===== config.mk =====
export PLATFORM = sky130hd
export DESIGN_NAME = touch_report_decoder_core
export DESIGN_NICKNAME = d
export VERILOG_FILES = /design/src/design/trd_pkg.sv /design/src/design/trd_ctrl.sv /design/src/design/trd_dp.sv /design/src/design/touch_report_decoder_core.sv
export SDC_FILE = /design/constraint.sdc
export NUM_CORES = 1
export LEC_CHECK = 0
export ABC_AREA = 1
export BUFFER_PORTS_ARGS = -buffer_cell sky130_fd_sc_hd__clkbuf_2
export CAP_MARGIN = 25
export CORE_UTILIZATION = 35
export CTS_CLUSTER_DIAMETER = 200
export CTS_CLUSTER_SIZE = 24
export DETAILED_ROUTE_END_ITERATION = 8
export PLACE_DENSITY = 0.57
export REMOVE_ABC_BUFFERS = 1
export SYNTH_ARGS = -nofsm -noshare
export SYNTH_HDL_FRONTEND = slang
export SYNTH_SLANG_ARGS = --single-unit

===== constraint.sdc =====
create_clock -name clk -period 3 [get_ports clk]
set_clock_uncertainty 0.1 [all_clocks]
set_input_delay 0.15 -clock clk [delete_from_list [all_inputs] [get_ports clk]]
set_output_delay 0.15 -clock clk [all_outputs]
set_load 0.01 [all_outputs]

===== src/design/trd_pkg.sv =====
package trd_pkg;

  localparam int MAX_POINTS_DEF  = 5;
  localparam int FRAME_BYTES_DEF = 32;

  localparam int POS_W     = 6;
  localparam int IDX_W     = 4;
  localparam int COORD_W   = 12;
  localparam int SIZE_W    = 13;
  localparam int ROT_W     = 2;
  localparam int CFG_IDX_W = 2;
  localparam int NIB_W     = 4;

  localparam int HEAD_BYTES  = 2;
  localparam int POINT_BYTES = 6;

  localparam logic [CFG_IDX_W-1:0] CFG_ROTATION = 2'd0;
  localparam logic [CFG_IDX_W-1:0] CFG_WIDTH    = 2'd1;
  localparam logic [CFG_IDX_W-1:0] CFG_HEIGHT   = 2'd2;

  localparam logic [ROT_W-1:0] ROT_PORTRAIT   = 2'd0;
  localparam logic [ROT_W-1:0] ROT_LAND_RIGHT = 2'd1;
  localparam logic [ROT_W-1:0] ROT_FLIPPED    = 2'd2;
  localparam logic [ROT_W-1:0] ROT_LAND_LEFT  = 2'd3;

  // byte of a point record fetched from the frame store
  localparam logic [1:0] SEL_XH = 2'd0;
  localparam logic [1:0] SEL_XL = 2'd1;
  localparam logic [1:0] SEL_YH = 2'd2;
  localparam logic [1:0] SEL_YL = 2'd3;

  localparam logic [SIZE_W-1:0] WIDTH_RST  = 13'd172;
  localparam logic [SIZE_W-1:0] HEIGHT_RST = 13'd320;

  typedef struct packed {
    logic             wr_en;
    logic             cnt_load;
    logic [POS_W-1:0] wr_addr;
    logic             rd_en;
    logic [POS_W-1:0] rd_addr;
    logic [1:0]       rd_sel;
    logic             tc_clear;
    logic             tc_load;
    logic             emit;
    logic             emit_point;
    logic             emit_last;
    logic [IDX_W-1:0] emit_idx;
  } trd_cmd_t;

  typedef struct packed {
    logic             out_free;
    logic             cnt_ok;
    logic [IDX_W-1:0] cnt_n;
  } trd_stat_t;

  // size - 1 - v, clamped to the coordinate range
  function automatic logic [COORD_W-1:0] mirror_sat(input logic [SIZE_W-1:0] size,
                                                    input logic [COORD_W-1:0] v);
    logic signed [SIZE_W+1:0] r;
    r = $signed({2'b00, size}) - 15'sd1 - $signed({3'b000, v});
    if (r < 15'sd0) begin
      return '0;
    end else if (r > 15'sd4095) begin
      return '1;
    end
    return r[COORD_W-1:0];
  endfunction

endpackage


===== src/design/trd_ctrl.sv =====
module trd_ctrl import trd_pkg::*; #(
  parameter int MAX_POINTS = MAX_POINTS_DEF
) (
  input  logic      clk,
  input  logic      rst_n,
  input  logic      in_valid,
  input  logic      in_command,
  input  logic      in_line_low,
  output logic      in_ready,
  input  trd_stat_t stat,
  output trd_cmd_t  cmd
);

  localparam int               FRAME_LEN = HEAD_BYTES + POINT_BYTES * MAX_POINTS;
  localparam logic [POS_W-1:0] LAST_POS  = POS_W'(FRAME_LEN - 1);
  localparam logic [POS_W-1:0] COUNT_POS = POS_W'(1);

  typedef enum logic [1:0] {S_IDLE, S_FETCH, S_EMIT, S_BAD} state_t;
  typedef enum logic [1:0] {FM_NONE, FM_NEW, FM_HELD} frame_mode_t;

  state_t           state_r, state_nxt;
  frame_mode_t      mode_r, mode_nxt;
  logic             prev_high_r, prev_high_nxt;
  logic [POS_W-1:0] pos_r, pos_nxt;
  logic [1:0]       step_r, step_nxt;
  logic [IDX_W-1:0] pt_r, pt_nxt;
  logic [POS_W-1:0] base_r, base_nxt;
  logic             accept;

  always_comb begin
    state_nxt     = state_r;
    mode_nxt      = mode_r;
    prev_high_nxt = prev_high_r;
    pos_nxt       = pos_r;
    step_nxt      = step_r;
    pt_nxt        = pt_r;
    base_nxt      = base_r;

    in_ready = (state_r == S_IDLE);
    accept   = in_valid && in_ready;

    cmd           = '0;
    cmd.wr_addr   = pos_r;
    cmd.rd_addr   = POS_W'(base_r + POS_W'(step_r));
    cmd.rd_sel    = step_r;
    cmd.emit_idx  = pt_r;
    cmd.emit_last = (IDX_W'(pt_r + IDX_W'(1)) == stat.cnt_n);

    unique case (state_r)
      S_IDLE: begin
        if (accept) begin
          if (!in_command) begin
            pos_nxt = '0;
            if (in_line_low) begin
              mode_nxt = prev_high_r ? FM_NEW : FM_HELD;
            end else begin
              mode_nxt = FM_NONE;
              if (prev_high_r) begin
                cmd.tc_clear = 1'b1;
              end
            end
            prev_high_nxt = !in_line_low;
          end else if (mode_r != FM_NONE) begin
            cmd.wr_en    = 1'b1;
            cmd.cnt_load = (pos_r == COUNT_POS);
            pos_nxt      = POS_W'(pos_r + POS_W'(1));
            if (pos_r == LAST_POS) begin
              pos_nxt  = '0;
              mode_nxt = FM_NONE;
              if (stat.cnt_ok) begin
                cmd.tc_load = 1'b1;
                step_nxt    = '0;
                pt_nxt      = '0;
                base_nxt    = POS_W'(HEAD_BYTES);
                state_nxt   = S_FETCH;
              end else begin
                if (mode_r == FM_NEW) begin
                  cmd.tc_clear = 1'b1;
                end
                state_nxt = S_BAD;
              end
            end
          end
        end
      end
      S_FETCH: begin
        cmd.rd_en = 1'b1;
        step_nxt  = 2'(step_r + 2'd1);
        if (step_r == SEL_YL) begin
          state_nxt = S_EMIT;
        end
      end
      S_EMIT: begin
        if (stat.out_free) begin
          cmd.emit       = 1'b1;
          cmd.emit_point = 1'b1;
          if (cmd.emit_last) begin
            state_nxt = S_IDLE;
          end else begin
            pt_nxt    = IDX_W'(pt_r + IDX_W'(1));
            base_nxt  = POS_W'(base_r + POS_W'(POINT_BYTES));
            state_nxt = S_FETCH;
          end
        end
      end
      S_BAD: begin
        cmd.emit_last = 1'b1;
        if (stat.out_free) begin
          cmd.emit  = 1'b1;
          state_nxt = S_IDLE;
        end
      end
      default: begin
        state_nxt = S_IDLE;
      end
    endcase
  end

  always_ff @(posedge clk) begin
    if (!rst_n) begin
      state_r     <= S_IDLE;
      mode_r      <= FM_NONE;
      prev_high_r <= 1'b1;
      pos_r       <= '0;
      step_r      <= '0;
      pt_r        <= '0;
      base_r      <= '0;
    end else begin
      state_r     <= state_nxt;
      mode_r      <= mode_nxt;
      prev_high_r <= prev_high_nxt;
      pos_r       <= pos_nxt;
      step_r      <= step_nxt;
      pt_r        <= pt_nxt;
      base_r      <= base_nxt;
    end
  end

endmodule


===== src/design/trd_dp.sv =====
module trd_dp import trd_pkg::*; #(
  parameter int MAX_POINTS  = MAX_POINTS_DEF,
  parameter int FRAME_BYTES = FRAME_BYTES_DEF
) (
  input  logic                 clk,
  input  logic                 rst_n,
  input  logic [7:0]           in_report_byte,
  input  logic                 cfg_valid,
  input  logic [CFG_IDX_W-1:0] cfg_index,
  input  logic [SIZE_W-1:0]    cfg_data,
  input  trd_cmd_t             cmd,
  output trd_stat_t            stat,
  input  logic                 out_ready,
  output logic                 out_valid,
  output logic [COORD_W-1:0]   out_point_x,
  output logic [COORD_W-1:0]   out_point_y,
  output logic [2:0]           out_point_index,
  output logic [2:0]           out_point_count,
  output logic                 out_point_valid,
  output logic                 out_last_point
);

  localparam int             AW        = $clog2(FRAME_BYTES);
  localparam logic [POS_W:0] STORE_LIM = (POS_W + 1)'(FRAME_BYTES);
  localparam logic [7:0]     MAX_CNT   = 8'(MAX_POINTS);

  logic [7:0]         store_mem [FRAME_BYTES];
  logic [7:0]         count_r;
  logic [2:0]         touch_count_r;
  logic [ROT_W-1:0]   rot_r;
  logic [SIZE_W-1:0]  width_r;
  logic [SIZE_W-1:0]  height_r;
  logic [NIB_W-1:0]   xh_r, yh_r;
  logic [7:0]         xl_r, yl_r;
  logic               out_valid_r;
  logic [COORD_W-1:0] out_x_r, out_y_r;
  logic [2:0]         out_idx_r, out_cnt_r;
  logic               out_pv_r, out_last_r;

  logic               wr_in, rd_in;
  logic [COORD_W-1:0] x, y, rx, ry, mx_w, my_h, mx_wy, my_hx;

  assign wr_in = ({1'b0, cmd.wr_addr} < STORE_LIM);
  assign rd_in = ({1'b0, cmd.rd_addr} < STORE_LIM);

  // frame store; bytes past its end read as zero
  always_ff @(posedge clk) begin
    if (cmd.wr_en && wr_in) begin
      store_mem[cmd.wr_addr[AW-1:0]] <= in_report_byte;
    end
    if (cmd.rd_en) begin
      unique case (cmd.rd_sel)
        SEL_XH:  xh_r <= rd_in ? store_mem[cmd.rd_addr[AW-1:0]][NIB_W-1:0] : '0;
        SEL_XL:  xl_r <= rd_in ? store_mem[cmd.rd_addr[AW-1:0]] : '0;
        SEL_YH:  yh_r <= rd_in ? store_mem[cmd.rd_addr[AW-1:0]][NIB_W-1:0] : '0;
        SEL_YL:  yl_r <= rd_in ? store_mem[cmd.rd_addr[AW-1:0]] : '0;
        default: ;
      endcase
    end
    if (cmd.cnt_load) begin
      count_r <= in_report_byte;
    end
  end

  assign stat.cnt_ok   = (count_r != 8'd0) && (count_r <= MAX_CNT);
  assign stat.cnt_n    = count_r[IDX_W-1:0];
  assign stat.out_free = !out_valid_r || out_ready;

  always_ff @(posedge clk) begin
    if (!rst_n) begin
      touch_count_r <= '0;
      rot_r         <= ROT_PORTRAIT;
      width_r       <= WIDTH_RST;
      height_r      <= HEIGHT_RST;
    end else begin
      if (cmd.tc_clear) begin
        touch_count_r <= '0;
      end else if (cmd.tc_load) begin
        touch_count_r <= count_r[2:0];
      end
      if (cfg_valid) begin
        unique case (cfg_index)
          CFG_ROTATION: rot_r    <= cfg_data[ROT_W-1:0];
          CFG_WIDTH:    width_r  <= cfg_data;
          CFG_HEIGHT:   height_r <= cfg_data;
          default:      ;
        endcase
      end
    end
  end

  assign x     = {xh_r, xl_r};
  assign y     = {yh_r, yl_r};
  assign mx_w  = mirror_sat(width_r, x);
  assign my_h  = mirror_sat(height_r, y);
  assign mx_wy = mirror_sat(width_r, y);
  assign my_hx = mirror_sat(height_r, x);

  always_comb begin
    unique case (rot_r)
      ROT_PORTRAIT: begin
        rx = mx_w;
        ry = y;
      end
      ROT_LAND_RIGHT: begin
        rx = y;
        ry = x;
      end
      ROT_FLIPPED: begin
        rx = x;
        ry = my_h;
      end
      ROT_LAND_LEFT: begin
        rx = mx_wy;
        ry = my_hx;
      end
      default: begin
        rx = x;
        ry = y;
      end
    endcase
  end

  always_ff @(posedge clk) begin
    if (!rst_n) begin
      out_valid_r <= 1'b0;
    end else if (cmd.emit) begin
      out_valid_r <= 1'b1;
    end else if (out_ready) begin
      out_valid_r <= 1'b0;
    end
  end

  always_ff @(posedge clk) begin
    if (cmd.emit) begin
      out_x_r    <= cmd.emit_point ? rx : '0;
      out_y_r    <= cmd.emit_point ? ry : '0;
      out_idx_r  <= cmd.emit_point ? cmd.emit_idx[2:0] : '0;
      out_cnt_r  <= touch_count_r;
      out_pv_r   <= cmd.emit_point;
      out_last_r <= cmd.emit_last;
    end
  end

  assign out_valid       = out_valid_r;
  assign out_point_x     = out_x_r;
  assign out_point_y     = out_y_r;
  assign out_point_index = out_idx_r;
  assign out_point_count = out_cnt_r;
  assign out_point_valid = out_pv_r;
  assign out_last_point  = out_last_r;

endmodule


===== src/design/touch_report_decoder_core.sv =====
// Touch report decoder.
// Input channel (in_*): one beat is either an interrupt line sample
// (in_command 0, in_line_low) or one report byte (in_command 1,
// in_report_byte). A low sample opens a frame of 2 + 6*MAX_POINTS bytes.
// Output channel (out_*): one beat per touch point when a frame completes
// with a count of 1..MAX_POINTS, or a single marker beat (point_valid 0)
// for a bad count. last_point flags the final beat of a frame.
// Config (cfg_*): rotation, width, height; always ready, write while idle.
// Samples and bytes are taken one per cycle. The byte that completes a
// frame starts emission: each point is read from the frame store as its
// X high, X low, Y high and Y low bytes (one port, one byte a cycle) and
// then loaded into the output register; a bad count loads a marker. No
// input is taken during emission. A stalled receiver holds the output
// register and emission waits for it. Reset clears output valid, the
// frame state, the touch count and the config registers to 0 / 172 / 320.
module touch_report_decoder_core import trd_pkg::*; #(
  parameter int MAX_POINTS  = MAX_POINTS_DEF,
  parameter int FRAME_BYTES = FRAME_BYTES_DEF
) (
  input  logic                 clk,
  input  logic                 rst_n,
  input  logic                 in_valid,
  output logic                 in_ready,
  input  logic                 in_command,
  input  logic                 in_line_low,
  input  logic [7:0]           in_report_byte,
  output logic                 out_valid,
  input  logic                 out_ready,
  output logic [COORD_W-1:0]   out_point_x,
  output logic [COORD_W-1:0]   out_point_y,
  output logic [2:0]           out_point_index,
  output logic [2:0]           out_point_count,
  output logic                 out_point_valid,
  output logic                 out_last_point,
  input  logic                 cfg_valid,
  output logic                 cfg_ready,
  input  logic [CFG_IDX_W-1:0] cfg_index,
  input  logic [SIZE_W-1:0]    cfg_data
);

  trd_cmd_t  cmd;
  trd_stat_t stat;

  assign cfg_ready = 1'b1;

  trd_ctrl #(
    .MAX_POINTS(MAX_POINTS)
  ) u_ctrl (
    .clk        (clk),
    .rst_n      (rst_n),
    .in_valid   (in_valid),
    .in_command (in_command),
    .in_line_low(in_line_low),
    .in_ready   (in_ready),
    .stat       (stat),
    .cmd        (cmd)
  );

  trd_dp #(
    .MAX_POINTS (MAX_POINTS),
    .FRAME_BYTES(FRAME_BYTES)
  ) u_dp (
    .clk            (clk),
    .rst_n          (rst_n),
    .in_report_byte (in_report_byte),
    .cfg_valid      (cfg_valid),
    .cfg_index      (cfg_index),
    .cfg_data       (cfg_data),
    .cmd            (cmd),
    .stat           (stat),
    .out_ready      (out_ready),
    .out_valid      (out_valid),
    .out_point_x    (out_point_x),
    .out_point_y    (out_point_y),
    .out_point_index(out_point_index),
    .out_point_count(out_point_count),
    .out_point_valid(out_point_valid),
    .out_last_point (out_last_point)
  );

endmodule


==> results.md <==
* Run status: complete, but fails checks
* Failing checks: setup timing
* Yosys warnings at 0
* Setup slack of the most critical reg-to-reg path at -0.28 ns
* Number of placed I/O pins at 65
* H-tree depth reported by CTS at 1
* Buffer levels on the longest clock path at 3
* Critical path capture point type: flop
* Final worst path period share at 1.09
* Initial core utilization at 0.354
* Share of cells above drive strength 1 at 0.237
* Path depth of the worst reg2reg path at 25
* Gate count of the mapped netlist at between 2,000 and 2,500
* Power Density at 424 nW/µm²
* First-pass GRT wire length at about 90,000 µm
* Clock-pin slew of the registers on the worst-case setup and hold paths at 0.12 ns
* Antenna violations before repair at 0
* Die boundary height at around 240 µm
* Overall global routing resource usage at 0.209
* Worst Tran Pin Value at about 0.83 ns
* Unrepaired setup endpoints after global routing: yes
* Worst Setup Path Type: reg2reg
* Vias after detailed routing at 15,713
* Final routed DRC violation total at 0
* Kind of cell with the highest combined delay on the critical path: simple AND/OR/NAND/NOR gates
* ANT cells at 0
* M1 WL at approximately 25,000 µm
* Detail-routed net length per standard cell at ~20 µm
* Reported max-cap violation count at 0
* Area growth from synthesis to final layout at 26.0%
* Gp weighted congestion at 0.899
* Met3 wire length at roughly 2600 µm
* Hold Path Origin: cfg_valid
* Post-layout worst setup margin at -0.277 ns
* Data required, critical path at 3.33 ns
* Max Clk Rate at between 300 and 400 MHz
* Placed Instance Area at approximately 22,000 µm²
* Final count of hold timing violations at 0
* Clock sink total at roughly 370
* Final std cell area, no fill at 24,000 µm²
* Area of the core region at about 54,000 µm²
* Cell area after technology mapping at about 19,000 µm²
* Count of flip-flops with a built-in enable after synthesis at 320
* CTS buffer count at 19
* Vias per cell at between 5 and 6
* Clock tree from TritonCTS: built
* Met2 routed wirelength at around 28,000 µm
* Wire length after detailed routing at 59,100 µm
* Launching point of the worst reg2reg path: u_dp.height_r[1]
* Worst setup path end: u_dp.out_point_y[11]
* Hold WC Path Type: in2reg
* Crit path buf inv count at 8
* Number of storage elements in the synthesis netlist at between 300 and 400
* Largest stage delay, worst path at 0.34 ns
* Hpwl dp at 40,600 µm
* Top_reg_cell synth: sky130_fd_sc_hd__edfxtp_1
* Total iterations of the first detailed-routing run at 5
* Sum of overflow across all layers after global routing at 0
* Port bufs at 63
* R2r endpoint: u_dp.out_point_y[11]
* Arrival time of data at the critical path endpoint at between 3 and 4 ns
* Total die area at 55,300 µm²
* Setup violation total in the final timing report at 24
* Crit path time final at between 3 and 4 ns
* Die extent in x at 235 µm
* FFs w/ async S/R, synth at 0
* Slew Limit Headroom at 0.445
* Via count of the first global-routing pass at ~15,000
* Count of nets left with antenna violations after detail routing at 0
* Total negative slack for setup checks at -4.14 ns
* DRT iter0 DRCs at 1,462
* Worst-case vdd ir drop at approximately 540 µV
* CP Launch Type: flop
* Clk Latency, worst-skew pair at 0.55 ns
* Crit path depth at 25
* Critical Path Fanout Max at 6
* Hold WS at approximately 0.024 ns
* Synth cell types at 50
* Largest net degree at the start of global routing at 80
* Max Transition Viols Final at 0
* NumNets Final at between 2,000 and 2,500
* Sequential-to-total area share from yosys stat at 0.561
* Slowest library cell on the worst path: sky130_fd_sc_hd__dfxtp_2
* Avg Inst Size Synth at ~9.4 µm²
* Clock root cell: sky130_fd_sc_hd__clkbuf_16
* Worst setup path startpoint: u_dp.height_r[1]
* Number of rows created at floorplan at 85
* Uppermost metal layer occupied by signal nets: met4
* Leak pwr at approximately 9.7 nW
logic make-up (layout without fill, tap and decap cells):
logic type                 count (synthesis)  in the layout  synth area share
adders and majority gates                 65             65            0.0443
DFF                                      374            374             0.561
xor gates and xnor gates                  59             59            0.0271
buffers and inverters                    267            577            0.0552
AOI/OAI and AO/OA                        395            395             0.125
other                                      1              1          0.000197
and+or+nand+nor                          856            858             0.186
registers in the layout (all words and copies together) (netlist names):
signal                count
u_dp.store_mem          256
u_dp.height_r            13
u_dp.width_r             13
u_dp.out_point_x         12
u_dp.out_point_y         12
u_dp.count_r              8
u_dp.xl_r                 8
u_dp.yl_r                 8
u_ctrl.pos_r              6
u_ctrl.base_r             5
u_ctrl.pt_r               4
u_dp.xh_r                 4
u_dp.yh_r                 4
u_dp.out_point_count      3
u_dp.out_point_index      3
u_dp.touch_count_r        3
u_ctrl.mode_r             2
u_ctrl.state_r            2
u_ctrl.step_r             2
u_dp.rot_r                2
u_ctrl.prev_high_r        1
u_dp.out_last_point       1
u_dp.out_point_valid      1
u_dp.out_valid            1
synthesized netlist by cell type, drive strengths merged (18+ instances only):
library cell    n  area [µm²]
nand2         468        1760
edfxtp        320        9610
nor2          204         791
inv           182         683
a21oi         180         908
nand3         126         641
o21ai          88         448
ha             61         763
dfxtp          54        1080
clkbuf         51         191
nand4          34         213
o211ai         34         255
xor2           34         298
buf            32         169
a22oi          28         210
a32o           28         280
xnor2          25         219
nor3           18         100
worst min-delay path by stage:
stage | to | slack (ns) | cells after the start
after global routing | u_dp.rot_r[1] | 0.07 | 5
after detailed placement | u_dp.width_r[3] | 0.30 | 3
final | u_dp.rot_r[1] | 0.02 | 5
after CTS | u_dp.rot_r[1] | 0.008 | 5
after global placement | u_dp.width_r[3] | 0.29 | 3
after floorplan | u_dp.height_r[8] | 0.13 | 1
through the flow:
step | setup slack, ns | utilization | cells | power, W
floorplan | -3.08 | - | 1934 | 0.00642
global placement | -0.575 | 0.406 | 2932 | 0.00709
detailed placement | -0.688 | 0.406 | 2932 | 0.00710
CTS | -0.344 | 0.431 | 3017 | 0.0101
global route | -0.471 | 0.446 | 3025 | 0.0106
finish | -0.277 | 0.446 | 3025 | 0.0102
timing repair:
item,in CTS,in global routing
gates resized for setup,83,154
setup buffers,18,8
endpoints found under the hold margin,37,0
pin swaps,48,94
endpoints found under the setup margin,24,24
cloned,5,2
hold buffers,28,0
tightest hold or removal path: stages:
cell,delay [ns]
sky130_fd_sc_hd__clkbuf_2,0.08
sky130_fd_sc_hd__inv_1,0.08
sky130_fd_sc_hd__nor3_1,0.05
sky130_fd_sc_hd__inv_1,0.19
sky130_fd_sc_hd__a21oi_1,0.10
per-layer routing:
| metal | track usage | up-vias |
|---|---|---|
| met5 | 0 | - |
| met4 | 0.0848 | 0 |
| met3 | 0.0158 | 124 |
| met2 | 0.355 | 445 |
| met1 | 0.277 | 7549 |
| li1 | - | 7595 |
placed cells by master (no fill, tap or decap), types with 5 or more instances in the layout:
cell type	n
sky130_fd_sc_hd__o211ai_1	34
sky130_fd_sc_hd__a21boi_0	7
sky130_fd_sc_hd__nand3_2	45
sky130_fd_sc_hd__nand3_1	75
sky130_fd_sc_hd__a21oi_2	18
sky130_fd_sc_hd__nor2_1	172
sky130_fd_sc_hd__inv_2	14
sky130_fd_sc_hd__nor2_4	12
sky130_fd_sc_hd__nand3_4	7
sky130_fd_sc_hd__edfxtp_1	320
sky130_fd_sc_hd__inv_1	165
sky130_fd_sc_hd__o21ai_0	79
sky130_fd_sc_hd__xnor2_1	23
sky130_fd_sc_hd__nor2_2	20
sky130_fd_sc_hd__buf_12	15
sky130_fd_sc_hd__nand2_2	27
sky130_fd_sc_hd__nand2_1	429
sky130_fd_sc_hd__clkbuf_2	63
sky130_fd_sc_hd__a21oi_1	160
sky130_fd_sc_hd__a22oi_1	28
sky130_fd_sc_hd__buf_4	233
sky130_fd_sc_hd__clkbuf_1	13
sky130_fd_sc_hd__clkbuf_16	21
sky130_fd_sc_hd__buf_6	16
sky130_fd_sc_hd__nand4_1	34
sky130_fd_sc_hd__a211oi_1	5
sky130_fd_sc_hd__dlygate4sd3_1	28
sky130_fd_sc_hd__ha_1	47
sky130_fd_sc_hd__nor3_1	14
sky130_fd_sc_hd__xor2_1	29
sky130_fd_sc_hd__a32o_1	28
sky130_fd_sc_hd__ha_4	14
sky130_fd_sc_hd__nand2_4	12
sky130_fd_sc_hd__dfxtp_1	49
sky130_fd_sc_hd__o21ai_1	5
power breakdown:
group          switching, W  leakage, nW  internal, W
combinational      0.000901         6.03     0.000698
clock               0.00167        0.260      0.00122
sequential        0.0000266         3.37      0.00565
total               0.00260         9.67      0.00757
cell type report:
cell class / instances / area [µm²]
Fill cell: 5151 / 29800
Sequential cell: 374 / 10700
Multi-Input combinational cell: 1378 / 8280
Timing Repair Buffer: 359 / 2900
Tap cell: 696 / 871
Inverter: 184 / 697
Clock buffer: 32 / 524
Clock inverter: 2 / 20.0
No activity file was read; power rests on OpenSTA's default activity.
